--- config.mk ---
export PLATFORM = sky130hd
export DESIGN_NAME = rational_arithmetic_unit
export DESIGN_NICKNAME = d
export VERILOG_FILES = /design/src/sv/rau_pkg.sv /design/src/sv/rational_arithmetic_unit.sv
export SDC_FILE = /design/constraint.sdc
export NUM_CORES = 2
export LEC_CHECK = 0
export BUFFER_PORTS_ARGS = -buffer_cell sky130_fd_sc_hd__buf_2
export CAP_MARGIN = 20
export CELL_PAD_IN_SITES_DETAIL_PLACEMENT = 0
export CELL_PAD_IN_SITES_GLOBAL_PLACEMENT = 1
export CORE_MARGIN = 5
export CORE_UTILIZATION = 46
export CTS_CLUSTER_DIAMETER = 100
export CTS_CLUSTER_SIZE = 12
export DETAILED_ROUTE_END_ITERATION = 10
export PLACE_DENSITY = 0.81
export SYNTH_ARGS = -nofsm -noshare
export SYNTH_HDL_FRONTEND = slang
export SYNTH_SLANG_ARGS = --single-unit
--- constraint.sdc ---
create_clock -name clk -period 8.03 [get_ports clk]
set_input_delay 0.4015 -clock clk [delete_from_list [all_inputs] [get_ports clk]]
set_output_delay 0.4015 -clock clk [all_outputs]
set_load 0.005 [all_outputs]
--- src/sv/rau_pkg.sv ---
// Types, constants and the control program of the rational arithmetic unit.
package rau_pkg;

	localparam int RAU_OPERAND_WIDTH = 16;
	localparam int ACTION_W          = 2;
	localparam int PC_W              = 4;

	typedef enum logic [ACTION_W-1:0] {
		ACT_ADD = 2'd0,
		ACT_SUB = 2'd1,
		ACT_MUL = 2'd2,
		ACT_DIV = 2'd3
	} action_t;

	// Operand pair fed to the shared multiplier.
	typedef enum logic [1:0] {
		MS_NUM_A,
		MS_NUM_B,
		MS_DEN
	} mul_sel_t;

	typedef enum logic [1:0] {
		NUM_HOLD,
		NUM_LOAD,
		NUM_ACC
	} num_op_t;

	typedef enum logic [2:0] {
		DV_IDLE,
		DV_INIT_GCD,
		DV_INIT_NUM,
		DV_INIT_DEN,
		DV_STEP
	} div_op_t;

	typedef enum logic [2:0] {
		C_NEVER,
		C_ALWAYS,
		C_NO_START,
		C_ZERO_PAIR,
		C_M_ZERO,
		C_DIV_BUSY,
		C_OUT_BLOCKED
	} cond_t;

	typedef logic [PC_W-1:0] pc_t;

	// Program addresses.
	localparam pc_t S_IDLE  = 4'd0;
	localparam pc_t S_MUL1  = 4'd1;
	localparam pc_t S_MUL2  = 4'd2;
	localparam pc_t S_MUL3  = 4'd3;
	localparam pc_t S_DEN   = 4'd4;
	localparam pc_t S_PREP  = 4'd5;
	localparam pc_t S_LOOP  = 4'd6;
	localparam pc_t S_DIVG  = 4'd7;
	localparam pc_t S_SWAP  = 4'd8;
	localparam pc_t S_SIGN  = 4'd9;
	localparam pc_t S_DIVN  = 4'd10;
	localparam pc_t S_NEXTD = 4'd11;
	localparam pc_t S_DIVD  = 4'd12;
	localparam pc_t S_OUT   = 4'd13;
	localparam pc_t S_BACK  = 4'd14;

	typedef struct packed {
		mul_sel_t mul_sel;
		num_op_t  num_op;
		logic     den_load;
		logic     gcd_init;
		div_op_t  div_op;
		logic     gcd_swap;
		logic     sign_load;
		logic     qn_load;
		logic     out_write;
		cond_t    cond;
		pc_t      target;
	} ctrl_t;

	// Control store: one word per step. A step jumps to target when its
	// condition holds and falls through to the next address otherwise.
	function automatic ctrl_t ucode(input pc_t pc);
		ctrl_t cw;
		cw           = '0;
		cw.mul_sel   = MS_NUM_A;
		cw.num_op    = NUM_HOLD;
		cw.div_op    = DV_IDLE;
		cw.cond      = C_NEVER;
		cw.target    = S_IDLE;
		unique case (pc)
			S_IDLE: begin
				cw.cond   = C_NO_START;
				cw.target = S_IDLE;
			end
			S_MUL1: begin
				cw.mul_sel = MS_NUM_A;
			end
			S_MUL2: begin
				cw.mul_sel = MS_NUM_B;
				cw.num_op  = NUM_LOAD;
			end
			S_MUL3: begin
				cw.mul_sel = MS_DEN;
				cw.num_op  = NUM_ACC;
			end
			S_DEN: begin
				cw.den_load = 1'b1;
			end
			S_PREP: begin
				cw.gcd_init = 1'b1;
				cw.cond     = C_ZERO_PAIR;
				cw.target   = S_OUT;
			end
			S_LOOP: begin
				cw.div_op = DV_INIT_GCD;
				cw.cond   = C_M_ZERO;
				cw.target = S_SIGN;
			end
			S_DIVG: begin
				cw.div_op = DV_STEP;
				cw.cond   = C_DIV_BUSY;
				cw.target = S_DIVG;
			end
			S_SWAP: begin
				cw.gcd_swap = 1'b1;
				cw.cond     = C_ALWAYS;
				cw.target   = S_LOOP;
			end
			S_SIGN: begin
				cw.sign_load = 1'b1;
				cw.div_op    = DV_INIT_NUM;
			end
			S_DIVN: begin
				cw.div_op = DV_STEP;
				cw.cond   = C_DIV_BUSY;
				cw.target = S_DIVN;
			end
			S_NEXTD: begin
				cw.qn_load = 1'b1;
				cw.div_op  = DV_INIT_DEN;
			end
			S_DIVD: begin
				cw.div_op = DV_STEP;
				cw.cond   = C_DIV_BUSY;
				cw.target = S_DIVD;
			end
			S_OUT: begin
				cw.out_write = 1'b1;
				cw.cond      = C_OUT_BLOCKED;
				cw.target    = S_OUT;
			end
			S_BACK: begin
				cw.cond   = C_ALWAYS;
				cw.target = S_IDLE;
			end
			default: begin
				cw.cond   = C_ALWAYS;
				cw.target = S_IDLE;
			end
		endcase
		return cw;
	endfunction

endpackage

--- src/sv/rational_arithmetic_unit.sv ---
// Rational arithmetic unit: fraction add/sub/mul/div with Euclid gcd reduction.
//
//  channel   | direction | tdata fields (low bit up)           | tuser
//  ----------+-----------+-------------------------------------+---------
//  s_*       | in        | a_num, a_den, b_num, b_den          | action
//  m_*       | out       | res_num, res_den, zero padding      | zero_gcd
//
// An item runs the multiply steps, the Euclid remainder steps on the
// bit-serial divider, one quotient bit per cycle, and the exact divisions of
// numerator and denominator by the gcd before it reaches the result
// register; an item whose numerator and denominator are both zero goes
// straight from the gcd setup to the result. Reset clears the sequencer, the
// divider bit counter and the result valid flag only. A result waiting on
// m_tready stalls the sequencer only at its final step; the next item is
// accepted while the previous result waits.
module rational_arithmetic_unit
	import rau_pkg::*;
#(
	parameter int OPERAND_WIDTH = RAU_OPERAND_WIDTH
) (
	input  logic                                         clk,
	input  logic                                         arst_n,
	input  logic                                         s_tvalid,
	output logic                                         s_tready,
	// s_tdata: a_num, a_den, b_num, b_den
	input  logic [((4*OPERAND_WIDTH+7)/8)*8-1:0]         s_tdata,
	// s_tuser: action
	input  logic [ACTION_W-1:0]                          s_tuser,
	output logic                                         m_tvalid,
	input  logic                                         m_tready,
	// m_tdata: res_num, res_den, zero padding
	output logic [((4*OPERAND_WIDTH+1+7)/8)*8-1:0]       m_tdata,
	// m_tuser: zero_gcd
	output logic                                         m_tuser
);

	localparam int W     = OPERAND_WIDTH;
	localparam int NW    = 2*W + 1;      // numerator width
	localparam int DW    = 2*W;          // denominator width
	localparam int MW    = 2*W;          // magnitude width used by the gcd
	localparam int OUT_W = ((4*W+1+7)/8)*8;
	localparam int PAD_W = OUT_W - NW - DW;
	localparam int CNT_W = $clog2(MW);

	// Sequencer.
	pc_t   pc_q, pc_d;
	ctrl_t cw;
	logic  cond_hit;
	logic  accept;

	// Operands.
	action_t               act_q;
	logic signed [W-1:0]   an_q, ad_q, bn_q, bd_q;

	// Multiplier and unreduced pair.
	logic signed [W-1:0]   opx, opy;
	logic signed [DW-1:0]  prod, p_q;
	logic signed [NW-1:0]  p_ext;
	logic signed [NW-1:0]  num_q;
	logic signed [DW-1:0]  den_q;
	logic signed [NW-1:0]  num_abs;
	logic        [MW-1:0]  num_mag, den_mag;
	logic                  zero_pair;

	// Euclid state and the shared divider.
	logic [MW-1:0]   n_q, m_q;
	logic            par_q;
	logic            gneg_q;
	logic [MW-1:0]   rem_q, quo_q, dsr_q, qn_q;
	logic [CNT_W-1:0] cnt_q;
	logic [MW:0]     shifted, diff;
	logic            ge;
	logic            div_busy;

	// Result.
	logic                 out_free;
	logic                 m_tvalid_q;
	logic signed [NW-1:0] res_num;
	logic signed [DW-1:0] res_den;
	logic signed [NW-1:0] qn_ext;

	assign s_tready = (pc_q == S_IDLE);
	assign accept   = s_tvalid && s_tready;
	assign out_free = !m_tvalid_q || m_tready;
	assign m_tvalid = m_tvalid_q;

	// Control word and next step.
	always_comb begin
		cw = ucode(pc_q);
		unique case (cw.cond)
			C_NEVER:       cond_hit = 1'b0;
			C_ALWAYS:      cond_hit = 1'b1;
			C_NO_START:    cond_hit = !accept;
			C_ZERO_PAIR:   cond_hit = zero_pair;
			C_M_ZERO:      cond_hit = (m_q == '0);
			C_DIV_BUSY:    cond_hit = div_busy;
			C_OUT_BLOCKED: cond_hit = !out_free;
			default:       cond_hit = 1'b0;
		endcase
		pc_d = cond_hit ? cw.target : pc_q + 1'b1;
	end

	always_ff @(posedge clk or negedge arst_n) begin
		if (!arst_n) begin
			pc_q <= S_IDLE;
		end else begin
			pc_q <= pc_d;
		end
	end

	// Operand capture.
	always_ff @(posedge clk) begin
		if (accept) begin
			act_q <= action_t'(s_tuser);
			an_q  <= s_tdata[W-1:0];
			ad_q  <= s_tdata[2*W-1:W];
			bn_q  <= s_tdata[3*W-1:2*W];
			bd_q  <= s_tdata[4*W-1:3*W];
		end
	end

	// One shared multiplier; the product is registered before use.
	always_comb begin
		unique case (cw.mul_sel)
			MS_NUM_A: begin
				opx = an_q;
				opy = (act_q == ACT_MUL) ? bn_q : bd_q;
			end
			MS_NUM_B: begin
				opx = bn_q;
				opy = ad_q;
			end
			MS_DEN: begin
				opx = ad_q;
				opy = (act_q == ACT_DIV) ? bn_q : bd_q;
			end
			default: begin
				opx = an_q;
				opy = bd_q;
			end
		endcase
		prod  = opx * opy;
		p_ext = {p_q[DW-1], p_q};
	end

	always_ff @(posedge clk) begin
		p_q <= prod;
		unique case (cw.num_op)
			NUM_HOLD: num_q <= num_q;
			NUM_LOAD: num_q <= p_ext;
			NUM_ACC: begin
				unique case (act_q)
					ACT_ADD: num_q <= num_q + p_ext;
					ACT_SUB: num_q <= num_q - p_ext;
					ACT_MUL: num_q <= num_q;
					ACT_DIV: num_q <= num_q;
				endcase
			end
			default: num_q <= num_q;
		endcase
		if (cw.den_load) begin
			den_q <= p_q;
		end
	end

	// Magnitudes of the unreduced pair; both fit in MW bits.
	always_comb begin
		num_abs   = num_q[NW-1] ? -num_q : num_q;
		num_mag   = num_abs[MW-1:0];
		den_mag   = den_q[DW-1] ? MW'(-den_q) : MW'(den_q);
		zero_pair = (num_q == '0) && (den_q == '0);
	end

	// Restoring divider step: one quotient bit per cycle, dividend shifts
	// out of quo_q while quotient bits shift in.
	always_comb begin
		shifted  = {rem_q, quo_q[MW-1]};
		ge       = shifted >= {1'b0, dsr_q};
		diff     = shifted - {1'b0, dsr_q};
		div_busy = (cnt_q != CNT_W'(MW-1));
	end

	always_ff @(posedge clk or negedge arst_n) begin
		if (!arst_n) begin
			cnt_q <= '0;
		end else begin
			unique case (cw.div_op)
				DV_INIT_GCD, DV_INIT_NUM, DV_INIT_DEN: cnt_q <= '0;
				DV_STEP: cnt_q <= cnt_q + 1'b1;
				default: cnt_q <= cnt_q;
			endcase
		end
	end

	always_ff @(posedge clk) begin
		unique case (cw.div_op)
			DV_INIT_GCD: begin
				rem_q <= '0;
				quo_q <= n_q;
				dsr_q <= m_q;
			end
			DV_INIT_NUM: begin
				rem_q <= '0;
				quo_q <= num_mag;
				dsr_q <= n_q;
			end
			DV_INIT_DEN: begin
				// The divisor still holds the gcd magnitude.
				rem_q <= '0;
				quo_q <= den_mag;
			end
			DV_STEP: begin
				rem_q <= ge ? diff[MW-1:0] : shifted[MW-1:0];
				quo_q <= {quo_q[MW-2:0], ge};
			end
			default: begin
				rem_q <= rem_q;
			end
		endcase

		// Euclid runs on magnitudes. A truncating remainder takes the sign
		// of its dividend, so the signs in the sequence alternate between
		// that of the denominator and that of the numerator; par_q tracks
		// which one the current n_q carries.
		if (cw.gcd_init) begin
			n_q   <= den_mag;
			m_q   <= num_mag;
			par_q <= 1'b0;
		end else if (cw.gcd_swap) begin
			n_q   <= m_q;
			m_q   <= rem_q;
			par_q <= ~par_q;
		end
		if (cw.sign_load) begin
			gneg_q <= par_q ? num_q[NW-1] : den_q[DW-1];
		end
		if (cw.qn_load) begin
			qn_q <= quo_q;
		end
	end

	// The divisions by the gcd are exact, so each quotient is the magnitude
	// quotient with the sign of the part xor the sign of the gcd.
	always_comb begin
		qn_ext = {{(NW-MW){1'b0}}, qn_q};
		if (zero_pair) begin
			res_num = num_q;
			res_den = den_q;
		end else begin
			res_num = (num_q[NW-1] ^ gneg_q) ? -qn_ext : qn_ext;
			res_den = (den_q[DW-1] ^ gneg_q) ? -quo_q : quo_q;
		end
	end

	always_ff @(posedge clk or negedge arst_n) begin
		if (!arst_n) begin
			m_tvalid_q <= 1'b0;
		end else if (cw.out_write && out_free) begin
			m_tvalid_q <= 1'b1;
		end else if (m_tready) begin
			m_tvalid_q <= 1'b0;
		end
	end

	always_ff @(posedge clk) begin
		if (cw.out_write && out_free) begin
			m_tdata <= {{PAD_W{1'b0}}, res_den, res_num};
			m_tuser <= zero_pair;
		end
	end

endmodule

* After elaboration in Yosys (flattened, before gate mapping) *
Cells that the tools add are included.

operators by class
  magnitude comparators = 1
  multiply operators = 1
  equal/unequal tests = 30
  bitwise operators = 3
  $add $sub $neg = 9
  multiplexer cells = 35
  reductions and logical operators = 24

operators by type and width
  operator            number
  $mux 32             9
  $pmux 33 s2         2
  $pmux 32 s2         2
  $pmux 32 s4         1
  $neg 32->32         3
  $mux 33             2
  $logic_not 32->1    2
  $pmux 7 s9          1
  $pmux 16 s3         1
  $add 33x32->33      1
  $ge 33x32->1        1
  $logic_not 33->1    1
  $neg 32->33         1
  $sub 33x32->33      1
  $mul 16x16->32      1
  $mux 16             2
  $pmux 16 s2         1
  $sub 32x32->32      1
  $eq 4x4->1 const B  6
  $eq 4x3->1 const B  4
  $eq 3x2->1 const B  4
  $eq 3x3->1 const B  4
  $pmux 3 s4          1
  $pmux 5 s2          1
  other kinds (26)    50

storage, ports and cells
  register bits after elaboration = 433
  logic and storage cells = 124

* Longest topological paths before layout *
  depth after elaboration = 6
  depth in mapped cells = 34

* Worst setup path after synthesis *
OpenSTA, ideal clock, no wires.

  path type = reg-to-reg
  start point = reg pc_q[3]
  end point = reg p_q[31]
  library setup time = 0.072 ns
  data required time = 7.958 ns
  stages on the path, launching flop included = 32
  slack = -0.318 ns
  arrival = 8.275 ns
  path buffers = 4
  cells stage by stage = dfrtp_1 clkbuf_1 buf_1 nor2_1 nand2_1 inv_1 ha_1 clkbuf_1 a221oi_1 a21oi_1 o21ai_1 clkbuf_1 nor2_1 fa_1 inv_1 fa_1 fa_1 inv_1 fa_1 fa_1 inv_1 fa_1 inv_1 ha_1 a211o_1 a2111oi_0 o41ai_1 a21o_1 a221o_1 a211o_1 a21oi_1 xnor2_1

between the ends
  cells in the longest elaborated chain, start to end = 5

RTL lines
  item                                               line                             source
  start: declaration                                 rational_arithmetic_unit.sv:46   pc_t pc_q, pc_d;
  start signal: assignment                           rational_arithmetic_unit.sv:107  pc_q <= pc_d;
  $eq 4x2->1                                         rau_pkg.sv:89                    unique case (pc)
  $pmux 2 s2 (*)                                     rau_pkg.sv:89
  $eq 2x2->1, or another cell as far along           rational_arithmetic_unit.sv:124  unique case (cw.mul_sel)
  $pmux 16 s3 / $pmux 16 s2 (equally long branches)  rational_arithmetic_unit.sv:124
  $mul 16x16->32 (*)                                 rational_arithmetic_unit.sv:142  prod = opx * opy;
  via prod[31]                                       rational_arithmetic_unit.sv:57   logic signed [DW-1:0] prod, p_q;
  end signal: assignment                             rational_arithmetic_unit.sv:147  p_q <= prod;
  end: declaration                                   rational_arithmetic_unit.sv:57

Mark *: on every way through the listed nets, which the timed path passes. The rest lies on a longest branch.
A chain may end at the register's enable or synchronous reset.

* Worst setup path in the final report *
  start point = reg pc_q[0]
  end point = reg p_q[31]

Same word-level chain as after synthesis.

==> reports/metrics.cfg <==
[detailed_routing]
post_drt_via_cell_ratio = 5.46
wire_per_inst_um = 18.9
detail_route.first_pass.iterations = 8
post-route-drc-count = 0
dr.first_iter.drc_count = 2102
antenna_violating_nets_post_route = 0
vias = 24876
drt-total-wl_mm = 86.2

[clock_tree]
clock_insertion_delay_worst_skew_ns = 0.59
htree_num_levels = 2
clock_sink_count = 433
clockRootBuffer = clkbuf_16
clk_path_buf_depth = 3
register_clock_pin_slew_on_the_reported_worst_setup_and_hold_paths_ns = 0.06
tritoncts = yes
cts_made_buffers = 43

[sta]
timing.clock.skew_ns = 0.0212
setup_viol = 0
hold_slack_ns = 0.154
post-route-period-util_pct = 96.8
clock.fmax_mhz = 129
setup_slack_ns = 0.258
maxSlewHeadroom_pct = 37.9
timing_worst_slew_pin_value_ns = 0.932
hold_viol_final = 0
fin_setup_tns_ns = 0
timing.final.max_slew_violations = 0
final_worst_path_period_need_ns = 7.77

[floorplanning]
die_width_um = 280
core_area_um2 = 72600
boundaryPins = 145
core.rowCount = 99
chipHeight_um = 280
floorplan.initialDensity_pct = 46.2
floorplan.die_area_um2 = 78400

[global_route]
grt_overflow_total = 0
gr-usage-all-layers_pct = 21.7
grt_pass1_vias = 25064
grt_pass1_wl_mm = 138
antenna_found_initial = 0
grt_start_max_net_pins = 100

[worst_setup_path]
critPathMostFrequentCell = fa_1
worstPathArrival_ns = 8.28
crit_path_max_fanout = 11
required_time_at_the_worst_slack_endpoint_ns = 8.53
critical_path.slowest_cell = fa_1
cp-start-kind = flip-flop
cp-end-kind = flip-flop
cp.depth = 31
cp_num_buf_inv = 8
cpPeakStageDelay_ns = 0.54
timing.critical_path.max_delay_family = adder cells
critical_path_class = reg2reg
rr_worst_depth = 31

[yosys]
number_of_warnings_printed_during_yosys_synthesis = 0
number_of_flops_mapped_to_enable_cells_by_yosys = 390
mapped_cell_area_um2 = 33500
synth_compound_area_share_pct = 12.9
synthDistinctLibCells = 76
largest_family_of_logic_cells_by_synthesized_area = adder cells
synth_seq_cells = 433
dominantRegCellSynth = edfxtp_1
synth-simple-area-share_pct = 12.2
synth_xor_xnor_area_share_pct = 6.29
synth_sequential_area_ratio_pct = 37.6
synth_adder_area_share_pct = 21.8
synth_cells = 3284
synthMuxAreaShare_pct = 3.45
synth.avg_cell_area_um2 = 10.2
asyncSetResetFlopFracSynth_pct = 2.31

[finish]
ant_diodes = 0
num-nets-final = 4072
proportion_of_layout_cells_with_a_drive_suffix_above_1_pct = 14.5
num-fill-cells = 6430
areaGrowthSynthToFinish_pct = 15.1
layout.cells.non_filler = 4559
postLayoutCellArea_um2 = 38600

[placed_design]
placed_cells_incl_taps = 4390
dpl.hpwl_mm = 66.3
gp_routability_congestion = 0.920
port_buffers = 137
cell_area_after_placement_um2 = 36100
pre_cts_ws_ns = -0.0302

[power]
peakVddDrop_v = 0.000192
power_density_nw_per_um2 = 112
power.static_leakage_nw = 16.2

[min_path]
hold_class = in2reg
timing.hold.worst_path_depth = 3

[run]
drv.max_cap_violation_count = 0

[outcome]
outcome = complete, no violations

==> worst paths after layout <==
check	from	end	slack [ns]
min in group asynchronous	arst_n	pc_q[3]$_DFF_PN0_	0.26
max in group asynchronous	arst_n	pc_q[1]$_DFF_PN0_	7.55
setup reg to reg	pc_q[0]$_DFF_PN0_	p_q[31]$_DFF_P_	0.26
hold reg to reg	cnt_q[4]$_DFFE_PN0P_	cnt_q[4]$_DFFE_PN0P_	0.50
setup / recovery	pc_q[0]$_DFF_PN0_	p_q[31]$_DFF_P_	0.26
hold / removal	m_tready	m_tvalid$_DFFE_PN0P_	0.15
==> cells in the final DEF, fill, tap and decap left out, drive strengths merged, types with 20 or more instances in the layout <==
| cell | count |
|---|---|
| clkbuf | 64 |
| a21oi | 169 |
| ha | 162 |
| mux2 | 76 |
| or3 | 20 |
| a22oi | 36 |
| xnor2 | 130 |
| buf | 299 |
| a221oi | 21 |
| nand2b | 42 |
| o21ai | 198 |
| nor4 | 22 |
| xor2 | 111 |
| a21o | 49 |
| nor2 | 329 |
| dfxtp | 33 |
| nand3 | 28 |
| and2 | 27 |
| mux2i | 30 |
| o31ai | 31 |
| inv | 386 |
| nor3 | 42 |
| nand2 | 283 |
| and3 | 22 |
| nor2b | 22 |
| fa | 264 |
| edfxtp | 390 |
| dlygate4sd3 | 67 |
==> layer usage <==
layer / vias to the layer above / global-route usage [%] / share of wire (%)
met5: - / 0 / 0
met4: 0 / 6.48 / 3.5
met3: 160 / 2.53 / 5.3
met2: 739 / 37.8 / 49
met1: 12052 / 28.7 / 42
li1: 11925 / - / -
==> sequential cells by signal, indices dropped and copies added (netlist names), 32 cells and up <==
name,cells
den_q,32
dsr_q,32
m_q,32
m_tdata,65
n_q,32
num_q,33
p_q,32
qn_q,32
quo_q,32
rem_q,32
==> cells in the mapped netlist (18+ instances only) <==
cell | instances | share of area [%]
nor3_1 | 42 | 0.63
o221ai_1 | 19 | 0.50
nor2b_1 | 22 | 0.41
xor2_1 | 111 | 2.9
dfxtp_1 | 33 | 2.0
nor4_1 | 20 | 0.37
nand2_1 | 283 | 3.2
nor2_1 | 329 | 3.7
clkbuf_1 | 102 | 1.1
xnor2_1 | 130 | 3.4
o21ai_0 | 188 | 2.8
and3_1 | 22 | 0.41
or3_1 | 18 | 0.34
nand3_1 | 28 | 0.42
a21o_1 | 49 | 1.1
ha_1 | 162 | 6.0
mux2_2 | 76 | 2.6
nand2b_1 | 42 | 0.78
o31ai_1 | 31 | 0.69
edfxtp_1 | 390 | 35
a22oi_1 | 36 | 0.81
inv_1 | 382 | 4.3
a221oi_1 | 21 | 0.55
mux2i_1 | 30 | 0.90
a21oi_1 | 169 | 2.5
and2_1 | 27 | 0.50
fa_1 | 264 | 16
==> worst min-delay path, stage by stage <==
cell and delay, ns:
buf_2 0.07, nand2b_1 0.16, nand2_1 0.07
==> layout make-up <==
type	count	area (um2)	share of cell area, %
inverters	382	1430	3.71
well taps	959	1200	3.11
repair buffers	367	2700	6.98
clock inverters	6	83.8	0.217
flip-flops and latches	433	12600	32.7
clock buffers	63	1150	2.98
multi-input cells	2349	19400	50.3
==> report_power, final <==
part | switching (mW) | total, mW | internal [mW]
registers | 0.0000000000000000117 | 2.42 | 2.42
clock network | 0.865 | 1.86 | 1.00
logic | 0.0125 | 0.0455 | 0.0330
total | 0.877 | 4.33 | 3.46
==> through the flow <==
stage	util [%]	total power, mW
2_1_floorplan	-	2.48
6_report	53.2	4.33
4_1_cts	52.3	4.37
3_5_place_dp	49.7	2.49
3_3_place_gp	49.7	2.49
5_1_grt	53.2	4.48
==> logic make-up after synthesis <==
group | after synthesis
AO/OA/AOI/OAI | 674
flip-flops | 433
AND/OR/NAND/NOR | 895
other | 1
adder cells (fa/ha/maj) | 426
multiplexers | 106
XOR/XNOR | 241
buffers and inverters | 508
==> what timing repair did <==
| item | in CTS | in global routing |
|---|---|---|
| gates cloned | 0 | 2 |
| setup buffers | 0 | 31 |
| pin swaps | 0 | 25 |
| hold buffers | 67 | 0 |
| endpoints found under the setup margin | 1 | 11 |
| resized for setup | 1 | 74 |
| endpoints found under the hold margin | 76 | 0 |
No activity file was read; power rests on OpenSTA's default activity.
